`config.mk`:
```
export PLATFORM = sky130hd
export DESIGN_NAME = mailbox_queue_filtered_dequeue_unit
export DESIGN_NICKNAME = d
export VERILOG_FILES = /design/src/rtl/mqfd_pkg.sv /design/src/rtl/mqfd_slot_mem.sv /design/src/rtl/mailbox_queue_filtered_dequeue_unit.sv
export SDC_FILE = /design/constraint.sdc
export NUM_CORES = 2
export LEC_CHECK = 0
export BUFFER_PORTS_ARGS = -buffer_cell sky130_fd_sc_hd__clkbuf_2
export CAP_MARGIN = 20
export CORE_MARGIN = 1
export CORE_UTILIZATION = 35
export CTS_CLUSTER_DIAMETER = 30
export DETAILED_ROUTE_END_ITERATION = 7
export GPL_ROUTABILITY_DRIVEN = 0
export PLACE_DENSITY_LB_ADDON = 0.08
export SLEW_MARGIN = 40
export SYNTH_ARGS = -nofsm -noshare
export SYNTH_HDL_FRONTEND = slang
export SYNTH_SLANG_ARGS = --single-unit
```
`constraint.sdc`:
```
create_clock -name clk -period 9.4 [get_ports clk]
set_input_delay 0.47 -clock clk [delete_from_list [all_inputs] [get_ports clk]]
set_output_delay 0.47 -clock clk [all_outputs]
set_load 0.02 [all_outputs]
```
`src/rtl/mqfd_pkg.sv`:
```
// ----------------------------------------------------------------------------
// mqfd_pkg: shared types and constants for the mailbox dequeue unit
// Command codes, slot index widths, word structs and sequencer states.
// ----------------------------------------------------------------------------
package mqfd_pkg;

  localparam int SLOT_COUNT = 16;
  localparam int SLOT_W     = $clog2(SLOT_COUNT);
  localparam int CNT_W      = $clog2(SLOT_COUNT + 1);

  localparam logic [1:0] CMD_SEND   = 2'd0;
  localparam logic [1:0] CMD_RECV   = 2'd1;
  localparam logic [1:0] CMD_FILTER = 2'd2;

  typedef struct packed {
    logic [1:0]  cmd;
    logic [7:0]  msg_namespace;
    logic [31:0] msg_id;
    logic [63:0] payload;
  } in_word_t;

  typedef struct packed {
    logic        ok;
    logic        full_error;
    logic [7:0]  out_namespace;
    logic [31:0] out_id;
    logic [63:0] out_payload;
    logic [4:0]  pending_count;
  } out_word_t;

  typedef enum logic [2:0] {
    ST_IDLE,
    ST_SCAN,
    ST_READ,
    ST_CHECK,
    ST_DONE
  } state_t;

endpackage

```
`src/rtl/mqfd_slot_mem.sv`:
```
// ----------------------------------------------------------------------------
// mqfd_slot_mem: slot storage
// Message fields and links, one write port and one registered read port.
// ----------------------------------------------------------------------------
module mqfd_slot_mem import mqfd_pkg::*; (
  input  logic              clk,
  input  logic              msg_we,
  input  logic [SLOT_W-1:0] msg_waddr,
  input  logic [7:0]        msg_wns,
  input  logic [31:0]       msg_wid,
  input  logic [63:0]       msg_wbody,
  input  logic              link_we,
  input  logic [SLOT_W-1:0] link_waddr,
  input  logic [SLOT_W-1:0] link_wdata,
  input  logic [SLOT_W-1:0] raddr,
  output logic [7:0]        rns,
  output logic [31:0]       rid,
  output logic [63:0]       rbody,
  output logic [SLOT_W-1:0] rlink
);

  logic [7:0]        mem_ns   [SLOT_COUNT];
  logic [31:0]       mem_id   [SLOT_COUNT];
  logic [63:0]       mem_body [SLOT_COUNT];
  logic [SLOT_W-1:0] mem_link [SLOT_COUNT];

  // write message fields and links
  always_ff @(posedge clk) begin
    if (msg_we) begin
      mem_ns[msg_waddr]   <= msg_wns;
      mem_id[msg_waddr]   <= msg_wid;
      mem_body[msg_waddr] <= msg_wbody;
    end
    if (link_we) begin
      mem_link[link_waddr] <= link_wdata;
    end
  end

  // registered read
  always_ff @(posedge clk) begin
    rns   <= mem_ns[raddr];
    rid   <= mem_id[raddr];
    rbody <= mem_body[raddr];
    rlink <= mem_link[raddr];
  end

endmodule

```
`src/rtl/mailbox_queue_filtered_dequeue_unit.sv`:
```
// ----------------------------------------------------------------------------
// mailbox_queue_filtered_dequeue_unit: linked-list mailbox with filtered receive
// Send scans slots from index 0 for the first free one; receive takes the head;
//   filtered receive walks the list from the head, reading then checking each message.
// One word at a time; each visited message uses the slot memory read port and a single compare step.
// Result waits in an output register; a new word is taken once it is gone.
// Synchronous reset clears in-use bits, head, tail, count; slot data is not cleared.
// ----------------------------------------------------------------------------
module mailbox_queue_filtered_dequeue_unit import mqfd_pkg::*; (
  input  logic      clk,
  input  logic      rst,
  input  logic      in_valid,
  output logic      in_stall,
  input  in_word_t  in_data,
  output logic      out_valid,
  input  logic      out_stall,
  output out_word_t out_data
);

  state_t state, state_next;
  in_word_t cur_in;
  logic [SLOT_COUNT-1:0] in_use;
  logic [SLOT_W-1:0] head_slot, tail_slot, cur, prev, scan;
  logic [CNT_W-1:0]  unread_total, k;
  logic [7:0]  rns;
  logic [31:0] rid;
  logic [63:0] rbody;
  logic [SLOT_W-1:0] rlink, raddr;
  logic msg_we, link_we;
  logic [SLOT_W-1:0] link_waddr, link_wdata;
  logic take;

  assign take     = in_valid && !in_stall;
  assign in_stall = (state != ST_IDLE) || out_valid;

  // read address follows the walk pointer
  assign raddr = cur;

  mqfd_slot_mem u_mem (
    .clk(clk), .msg_we(msg_we), .msg_waddr(scan),
    .msg_wns(cur_in.msg_namespace), .msg_wid(cur_in.msg_id),
    .msg_wbody(cur_in.payload), .link_we(link_we), .link_waddr(link_waddr),
    .link_wdata(link_wdata), .raddr(raddr), .rns(rns), .rid(rid),
    .rbody(rbody), .rlink(rlink)
  );

  logic match;
  assign match = (rns == cur_in.msg_namespace) && (rid == cur_in.msg_id);

  // state register
  always_ff @(posedge clk) begin
    if (rst) begin
      state <= ST_IDLE;
    end else begin
      state <= state_next;
    end
  end

  // next state and memory write strobes
  always_comb begin
    state_next = state;
    msg_we     = 1'b0;
    link_we    = 1'b0;
    link_waddr = tail_slot;
    link_wdata = scan;
    unique case (state)
      ST_IDLE: begin
        if (take) begin
          priority if (in_data.cmd == CMD_SEND) begin
            state_next = ST_SCAN;
          end else if ((in_data.cmd == CMD_RECV || in_data.cmd == CMD_FILTER)
                       && unread_total != '0) begin
            state_next = ST_READ;
          end else begin
            state_next = ST_DONE;
          end
        end
      end
      ST_SCAN: begin
        if (!in_use[scan]) begin
          msg_we     = 1'b1;
          link_we    = unread_total != '0;
          state_next = ST_DONE;
        end else if (scan == SLOT_W'(SLOT_COUNT - 1)) begin
          state_next = ST_DONE;
        end
      end
      ST_READ: state_next = ST_CHECK;
      ST_CHECK: begin
        if (cur_in.cmd == CMD_RECV || match) begin
          link_we    = k != '0;
          link_waddr = prev;
          link_wdata = rlink;
          state_next = ST_DONE;
        end else if (k + 1'b1 == unread_total) begin
          state_next = ST_DONE;
        end else begin
          state_next = ST_READ;
        end
      end
      ST_DONE: state_next = ST_IDLE;
      default: state_next = ST_IDLE;
    endcase
  end

  // control state and result register
  always_ff @(posedge clk) begin
    if (rst) begin
      in_use       <= '0;
      head_slot    <= '0;
      tail_slot    <= '0;
      unread_total <= '0;
      out_valid    <= 1'b0;
    end else begin
      if (out_valid && !out_stall) begin
        out_valid <= 1'b0;
      end
      unique case (state)
        ST_IDLE: begin
          if (take) begin
            cur_in   <= in_data;
            scan     <= '0;
            cur      <= head_slot;
            prev     <= '0;
            k        <= '0;
            out_data <= '0;
          end
        end
        ST_SCAN: begin
          if (!in_use[scan]) begin
            in_use[scan] <= 1'b1;
            if (unread_total == '0) begin
              head_slot <= scan;
            end
            tail_slot       <= scan;
            unread_total    <= unread_total + 1'b1;
            out_data.ok     <= 1'b1;
          end else if (scan == SLOT_W'(SLOT_COUNT - 1)) begin
            out_data.full_error <= 1'b1;
          end else begin
            scan <= scan + 1'b1;
          end
        end
        ST_READ: ;
        ST_CHECK: begin
          if (cur_in.cmd == CMD_RECV || match) begin
            out_data.ok            <= 1'b1;
            out_data.out_namespace <= rns;
            out_data.out_id        <= rid;
            out_data.out_payload   <= rbody;
            in_use[cur]            <= 1'b0;
            unread_total           <= unread_total - 1'b1;
            if (unread_total == CNT_W'(1)) begin
              head_slot <= '0;
              tail_slot <= '0;
            end else begin
              if (k == '0) begin
                head_slot <= rlink;
              end
              if (k + 1'b1 == unread_total) begin
                tail_slot <= prev;
              end
            end
          end else begin
            prev <= cur;
            cur  <= rlink;
            k    <= k + 1'b1;
          end
        end
        ST_DONE: begin
          out_data.pending_count <= 5'(unread_total);
          out_valid              <= 1'b1;
        end
        default: ;
      endcase
    end
  end

`ifndef SYNTHESIS
  a_count_range: assert property (@(posedge clk) disable iff (rst)
    unread_total <= CNT_W'(SLOT_COUNT))
    else $error("message count out of range");
  a_count_matches: assert property (@(posedge clk) disable iff (rst)
    state == ST_IDLE |-> $countones(in_use) == unread_total)
    else $error("in-use bits disagree with count");
  a_no_take_busy: assert property (@(posedge clk) disable iff (rst)
    state != ST_IDLE |-> !take)
    else $error("word accepted while busy");
  a_done_valid: assert property (@(posedge clk) disable iff (rst)
    state == ST_DONE |=> out_valid)
    else $error("result not presented");
`endif

endmodule
```
# [Yosys cells after proc, flatten, opt, wreduce, memory -nomap -nowiden]
# Memories as Yosys holds them, arrays and structs flattened. A register that Yosys moved wholly into a read port is not among the register bits.
# Cells that the tools add are included.
[totals] reg_bits=267 wordCells=162 memories=4 in_bits=110 out_inout_bits=113 mem_bits_rw=1728
[op_classes] n_eq_ne=23 muxes=68 reduce_logical=35 order_cmp=4 addsub=4 n_bitwise=4
[mem_list] memory="u_mem.mem_body" words=16 word_bits=64 rd=1 rd_ports_with_merged_regs=1 wr=1 line="mqfd_slot_mem.sv:24" source="logic [63:0] mem_body [SLOT_COUNT];"
[mem_list] memory="u_mem.mem_id" words=16 word_bits=32 rd=1 rd_ports_with_merged_regs=1 wr=1 line="mqfd_slot_mem.sv:23" source="logic [31:0] mem_id [SLOT_COUNT];"
[mem_list] memory="u_mem.mem_ns" words=16 word_bits=8 rd=1 rd_ports_with_merged_regs=1 wr=1 line="mqfd_slot_mem.sv:22" source="logic [7:0] mem_ns [SLOT_COUNT];"
[mem_list] memory="u_mem.mem_link" words=16 word_bits=4 rd=1 rd_ports_with_merged_regs=1 wr=1 line="mqfd_slot_mem.sv:25" source="logic [SLOT_W-1:0] mem_link [SLOT_COUNT];"
[op_table] op="$pmux 104 s2" n=1
[op_table] op="$mux 111" n=1
[op_table] op="$mux 104" n=1
[op_table] op="$mux 4" n=19
[op_table] op="$pmux 4 s2" n=5
[op_table] op="$eq 32x32->1" n=1
[op_table] op="$mux 16" n=2
[op_table] op="$pmux 16 s2" n=1
[op_table] op="$pmux 5 s2" n=3
[op_table] op="$mux 3" n=7
[op_table] op="$mux 5" n=4
[op_table] op="$reduce_and 5->1" n=4
[op_table] op="$mux 1" n=17
[op_table] op="$and 16x16->16" n=1
[op_table] op="$ne 2x2->1 const B" n=8
[op_table] op="$not 16->16" n=1
[op_table] op="$or 16x16->16" n=1
[op_table] op="$pmux 3 s4" n=1
[op_table] op="$reduce_and 4->1" n=3
[op_table] op="$add 5x1->5 const B" n=2
[op_table] op="$logic_not 5->1" n=2
[op_table] op="$lt 4x5->1 const B" n=2
[op_table] op="$reduce_bool 2->1" n=5
[op_table] op="$reduce_bool 5->1" n=2
[op_table] op="26 further kinds" n=44

# [Longest topological paths before layout]
[logic_depth] ltp_word=8 depth_mapped=9 depth_no_buf=8

# [Cells and area by module]
# From an unflattened synthesis, not the netlist that was laid out.
[hier_totals] hier_cells=3507 hier_area_um2=77633.2
[modules_own_cells] mod="mqfd_slot_mem" area_each_um2=66901.7 n_inst=1 cells_per_inst=2785 seq_area_each_um2=54051.8
[modules_own_cells] mod="mailbox_queue_filtered_dequeue_unit" area_each_um2=10731.5 n_inst=1 cells_per_inst=722 seq_area_each_um2=7687.4

# [Least setup slack after synthesis]
# OpenSTA, ideal clock, no wires.
[synth_path] path_kind="input-to-reg" from="in rst" to="reg cur_in[0] in the netlist's numbering, enable pin" n_path_buf=2 path_slack_ns=0.616 required_ns=8.699 setup_time_ns=0.701 arrival_time_ns=8.084 path_stages=3 path_cell_list="clkbuf_1 -> clkbuf_1 -> nor3_1"
[synth_via] elab_chain_cells=2
[synth_lines] item="start: declaration" line="mailbox_queue_filtered_dequeue_unit.sv:11" source="input logic rst,"
[synth_lines] item="$not 1->1 (no source line)"
[synth_lines] item="$reduce_and 3->1 (no source line)"
[synth_lines] item="end signal: assignment" line="mailbox_queue_filtered_dequeue_unit.sv:121" source="cur_in <= in_data;"
[synth_lines] item="end: declaration" line="mailbox_queue_filtered_dequeue_unit.sv:21" source="in_word_t cur_in;"
# Every way passes these cells.
# A chain may end at the register's enable or synchronous reset.

# [Worst setup path after layout]
[layout_path] from="reg state[2]" to="mem u_mem.mem_body[11][5], enable pin"
[layout_via] elab_chain_cells=4
[layout_lines] item="start: declaration" line="mailbox_queue_filtered_dequeue_unit.sv:20" source="state_t state, state_next;"
[layout_lines] item="start signal: assignment" line="mailbox_queue_filtered_dequeue_unit.sv:55" source="state <= state_next;"
[layout_lines] item="$eq 3x1->1" line="mailbox_queue_filtered_dequeue_unit.sv:66" source="unique case (state)"
[layout_lines] item="$mux 1" line="mailbox_queue_filtered_dequeue_unit.sv:66"
[layout_lines] item="$mux 1" line="mqfd_slot_mem.sv:29" source="if (msg_we) begin"
[layout_lines] item="$mux 1 (not written as such)" line="mqfd_slot_mem.sv:32" source="mem_body[msg_waddr] <= msg_wbody;"
[layout_lines] item="end: declaration" line="mqfd_slot_mem.sv:24"
# Every way passes these cells.

==> impl_metrics.py <==
metrics = {
    "outcome": {
        "status": "finished, final reports clean",
    },
    "power": {
        "power.density_mw_per_mm2": 331,
        "p_total_mw": 33.3,
        "ir_drop_mv": 0.215,
        "leakagePower_nw": 33.5,
    },
    "setup_path": {
        "worstReg2RegEnd": "u_mem.mem_body[11][5]",
        "rr_worst_depth": 8,
        "critPathKind": "reg2reg",
        "start_kind": "flop",
        "rrSetupSlack_ns": 4.80,
        "crit_fanout": 37,
        "arrival_ns": 5.22,
        "crit_path_end_kind": "flop",
        "critPathRequiredTime_ns": 10.02,
        "r2r_start": "state[2]",
    },
    "global_route": {
        "grt_pass1_wl_mm": 300,
        "top_usage_layer": "met2",
        "gr-total-overflow": 0,
        "grt_pass1_vias": 40920,
        "antenna_found_initial": 10,
        "grt_start_max_net_pins": 128,
        "use_met2_pct": 30.5,
        "met3_usage_pct": 3.86,
        "track_usage_pct": 18.8,
        "grtUsageMet1_pct": 25.7,
    },
    "route": {
        "drtIter0Drc": 3078,
        "detail_route.vias_per_cell": 5.12,
        "ant_nets": 0,
        "dr.pass1.iters": 6,
        "routed_wirelength_mm": 210,
        "drc": 0,
        "vias": 37941,
        "wl_per_cell_um": 28.4,
    },
    "cells_and_area": {
        "syn2layout_area_growth_pct": 28.6,
        "layout-drive-gt1-share_pct": 37.5,
        "fin_area_mm2": 0.100,
        "n_fill_cell": 18691,
        "finalNetCount": 4164,
        "utilization_pct": 45.2,
    },
    "synth": {
        "synth_area_per_cell_um2": 23.3,
        "synthTopCellsByCount": "edfxtp_1 (1962), mux4_2 (542), dfxtp_1 (141)",
        "synthArstFlopShare_pct": 0,
        "syn_inst": 3352,
        "yosysUniqueCellTypes": 58,
        "synth_top_cell_by_area": "edfxtp_1",
        "netlist_area_mm2": 0.0781,
        "netlist_top_cells_area": "edfxtp_1 (75%), mux4_2 (16%), dfxtp_1 (3.6%)",
        "synthMostInstantiatedCell": "edfxtp_1",
        "synth_edf_count": 1962,
        "synth_ff_type": "edfxtp_1",
        "yosys_warnings": 0,
        "ys_seq_area_share_pct": 79.0,
        "synth_fp_nets": 3473,
        "synth_top_area_share_pct": 75.4,
        "synth_seq_cells": 2103,
    },
    "die": {
        "die_area_mm2": 0.225,
        "fp.dieW_um": 474,
        "core_region_area_mm2": 0.222,
        "io_pins": 223,
        "row_count": 173,
        "die_h_um": 474,
        "start_util_pct": 35.2,
    },
    "timing": {
        "min_period_ns": 4.60,
        "worst_pin_slew_ns": 0.876,
        "final-hold-violation-count": 0,
        "fin_skew_ns": 0.0625,
        "period_share_pct": 49.0,
        "rsz0062_at_grt": "false",
        "fin_tns_setup_ns": 0,
        "setup_violations": 0,
        "relSlewSlack_pct": 41.6,
        "slew_violations": 0,
        "max_freq_mhz": 217,
    },
    "clocking": {
        "cts_root_buf": "clkbuf_16",
        "cts_resized": 0,
        "cts_buffers": 464,
        "cts.htree.levels": 5,
        "cts_sinks": 2103,
        "cts_hold_buf": 108,
        "clockBufferDepth": 4,
        "clk_latency_ns": 0.98,
        "postCtsSetupBuffers": 0,
        "clk_pin_slew_ns": 0.04,
        "cts_tree": "built",
    },
    "worst_hold_path": {
        "holdPathStages": 2,
        "worstHoldPathType": "in2reg",
        "hp-start": "rst",
        "whs_endpoint": "out_valid",
    },
    "placement": {
        "io_buffers": 222,
        "dpl_cell_area_mm2": 0.0832,
        "hpwl_mm": 112,
    },
    "job": {
        "maxCapViolCount": 0,
    },
}
power by group:
part | leakage, nW | switching (mW) | internal (mW)
clock network | 7.61 | 5.18 | 11.1
registers | 18.9 | 0.692 | 11.5
logic | 6.97 | 2.75 | 2.12
metal layers:
metal  wire, um  part of all wire, %
met1      93000                   44
met2     103000                   49
met3      10600                  5.0
met4       3690                  1.8
met5         26                0.012
area by class of cell:
class / instances / area (um2) / share of cell area, %
Inverter: 16 / 118 / 0.117
Antenna cell: 4 / 10.0 / 0.00997
Tap cell: 2975 / 3720 / 3.71
Clock inverter: 339 / 3980 / 3.96
Timing Repair Buffer: 407 / 3210 / 3.19
Multi-Input combinational cell: 1051 / 15700 / 15.6
Sequential cell: 2103 / 61700 / 61.5
Clock buffer: 512 / 12000 / 11.9
worst max path at each step:
| stage | slack, ns | startpoint | cells after the start | to |
|---|---|---|---|---|
| global route | 4.60 | cur_in[73] | 10 | out_data[21] |
| floorplan | 0.62 | rst | 3 | cur_in[0] |
| global placement | 4.24 | cur_in[100] | 9 | out_data[13] |
| CTS | 4.44 | state[2] | 6 | u_mem.mem_body[11][5] |
| detailed placement | 4.50 | state[2] | 6 | u_mem.mem_body[8][11] |
| finish | 4.80 | state[2] | 8 | u_mem.mem_body[11][5] |
cells in the final DEF (no fill, tap or decap), types with 37 or more instances in the layout:
| cell type | n |
|---|---|
| edfxtp_1 | 1962 |
| mux4_2 | 542 |
| clkbuf_16 | 467 |
| clkbuf_2 | 221 |
| dfxtp_1 | 140 |
| and3_1 | 117 |
| dlygate4sd3_1 | 108 |
| clkinvlp_4 | 72 |
| bufinv_16 | 70 |
| clkinv_2 | 59 |
| xor2_1 | 45 |
| clkinv_4 | 45 |
| clkinv_1 | 45 |
| nor2_1 | 44 |
| a21oi_1 | 44 |
| inv_6 | 42 |
| buf_4 | 37 |
per-stage QoR:
step	setup WS, ns	cells	hold slack (ns)
2_1_floorplan	0.616	3352	0.451
3_3_place_gp	4.24	6426	0.476
3_5_place_dp	4.50	6439	0.477
4_1_cts	4.44	7398	0.129
5_1_grt	4.60	7404	0.0569
6_report	4.80	7407	0.0627
worst max-delay path, stage by stage (launching register included):
cell,delay (ns)
dfxtp_1,0.44
and2b_4,0.60
buf_12,0.26
nand2b_1,0.22
a311o_1,0.42
a21oi_1,0.66
and2_4,0.79
buf_4,0.53
buf_12,0.25
cells by family after synthesis:
logic type               after synthesis  share of synthesized area, %
multiplexers                         555                          15.8
adder cells (fa/ha/maj)               11                         0.176
buffers and inverters                198                          1.04
AO/OA/AOI/OAI                        121                          1.05
flip-flops                          2103                          79.0
XOR/XNOR                              52                         0.602
AND/OR/NAND/NOR                      312                          2.27
state kept, by name, summed over array words and instances (netlist names), 5 cells and up:
signal / flops
u_mem.mem_body: 1024
u_mem.mem_ns: 128
u_mem.rbody: 64
unread_total: 5
cur_in: 106
u_mem.mem_link: 64
u_mem.rns: 8
in_use: 16
u_mem.rid: 32
out_data: 111
u_mem.mem_id: 512
k: 5
No activity file was read; power rests on OpenSTA's default activity.
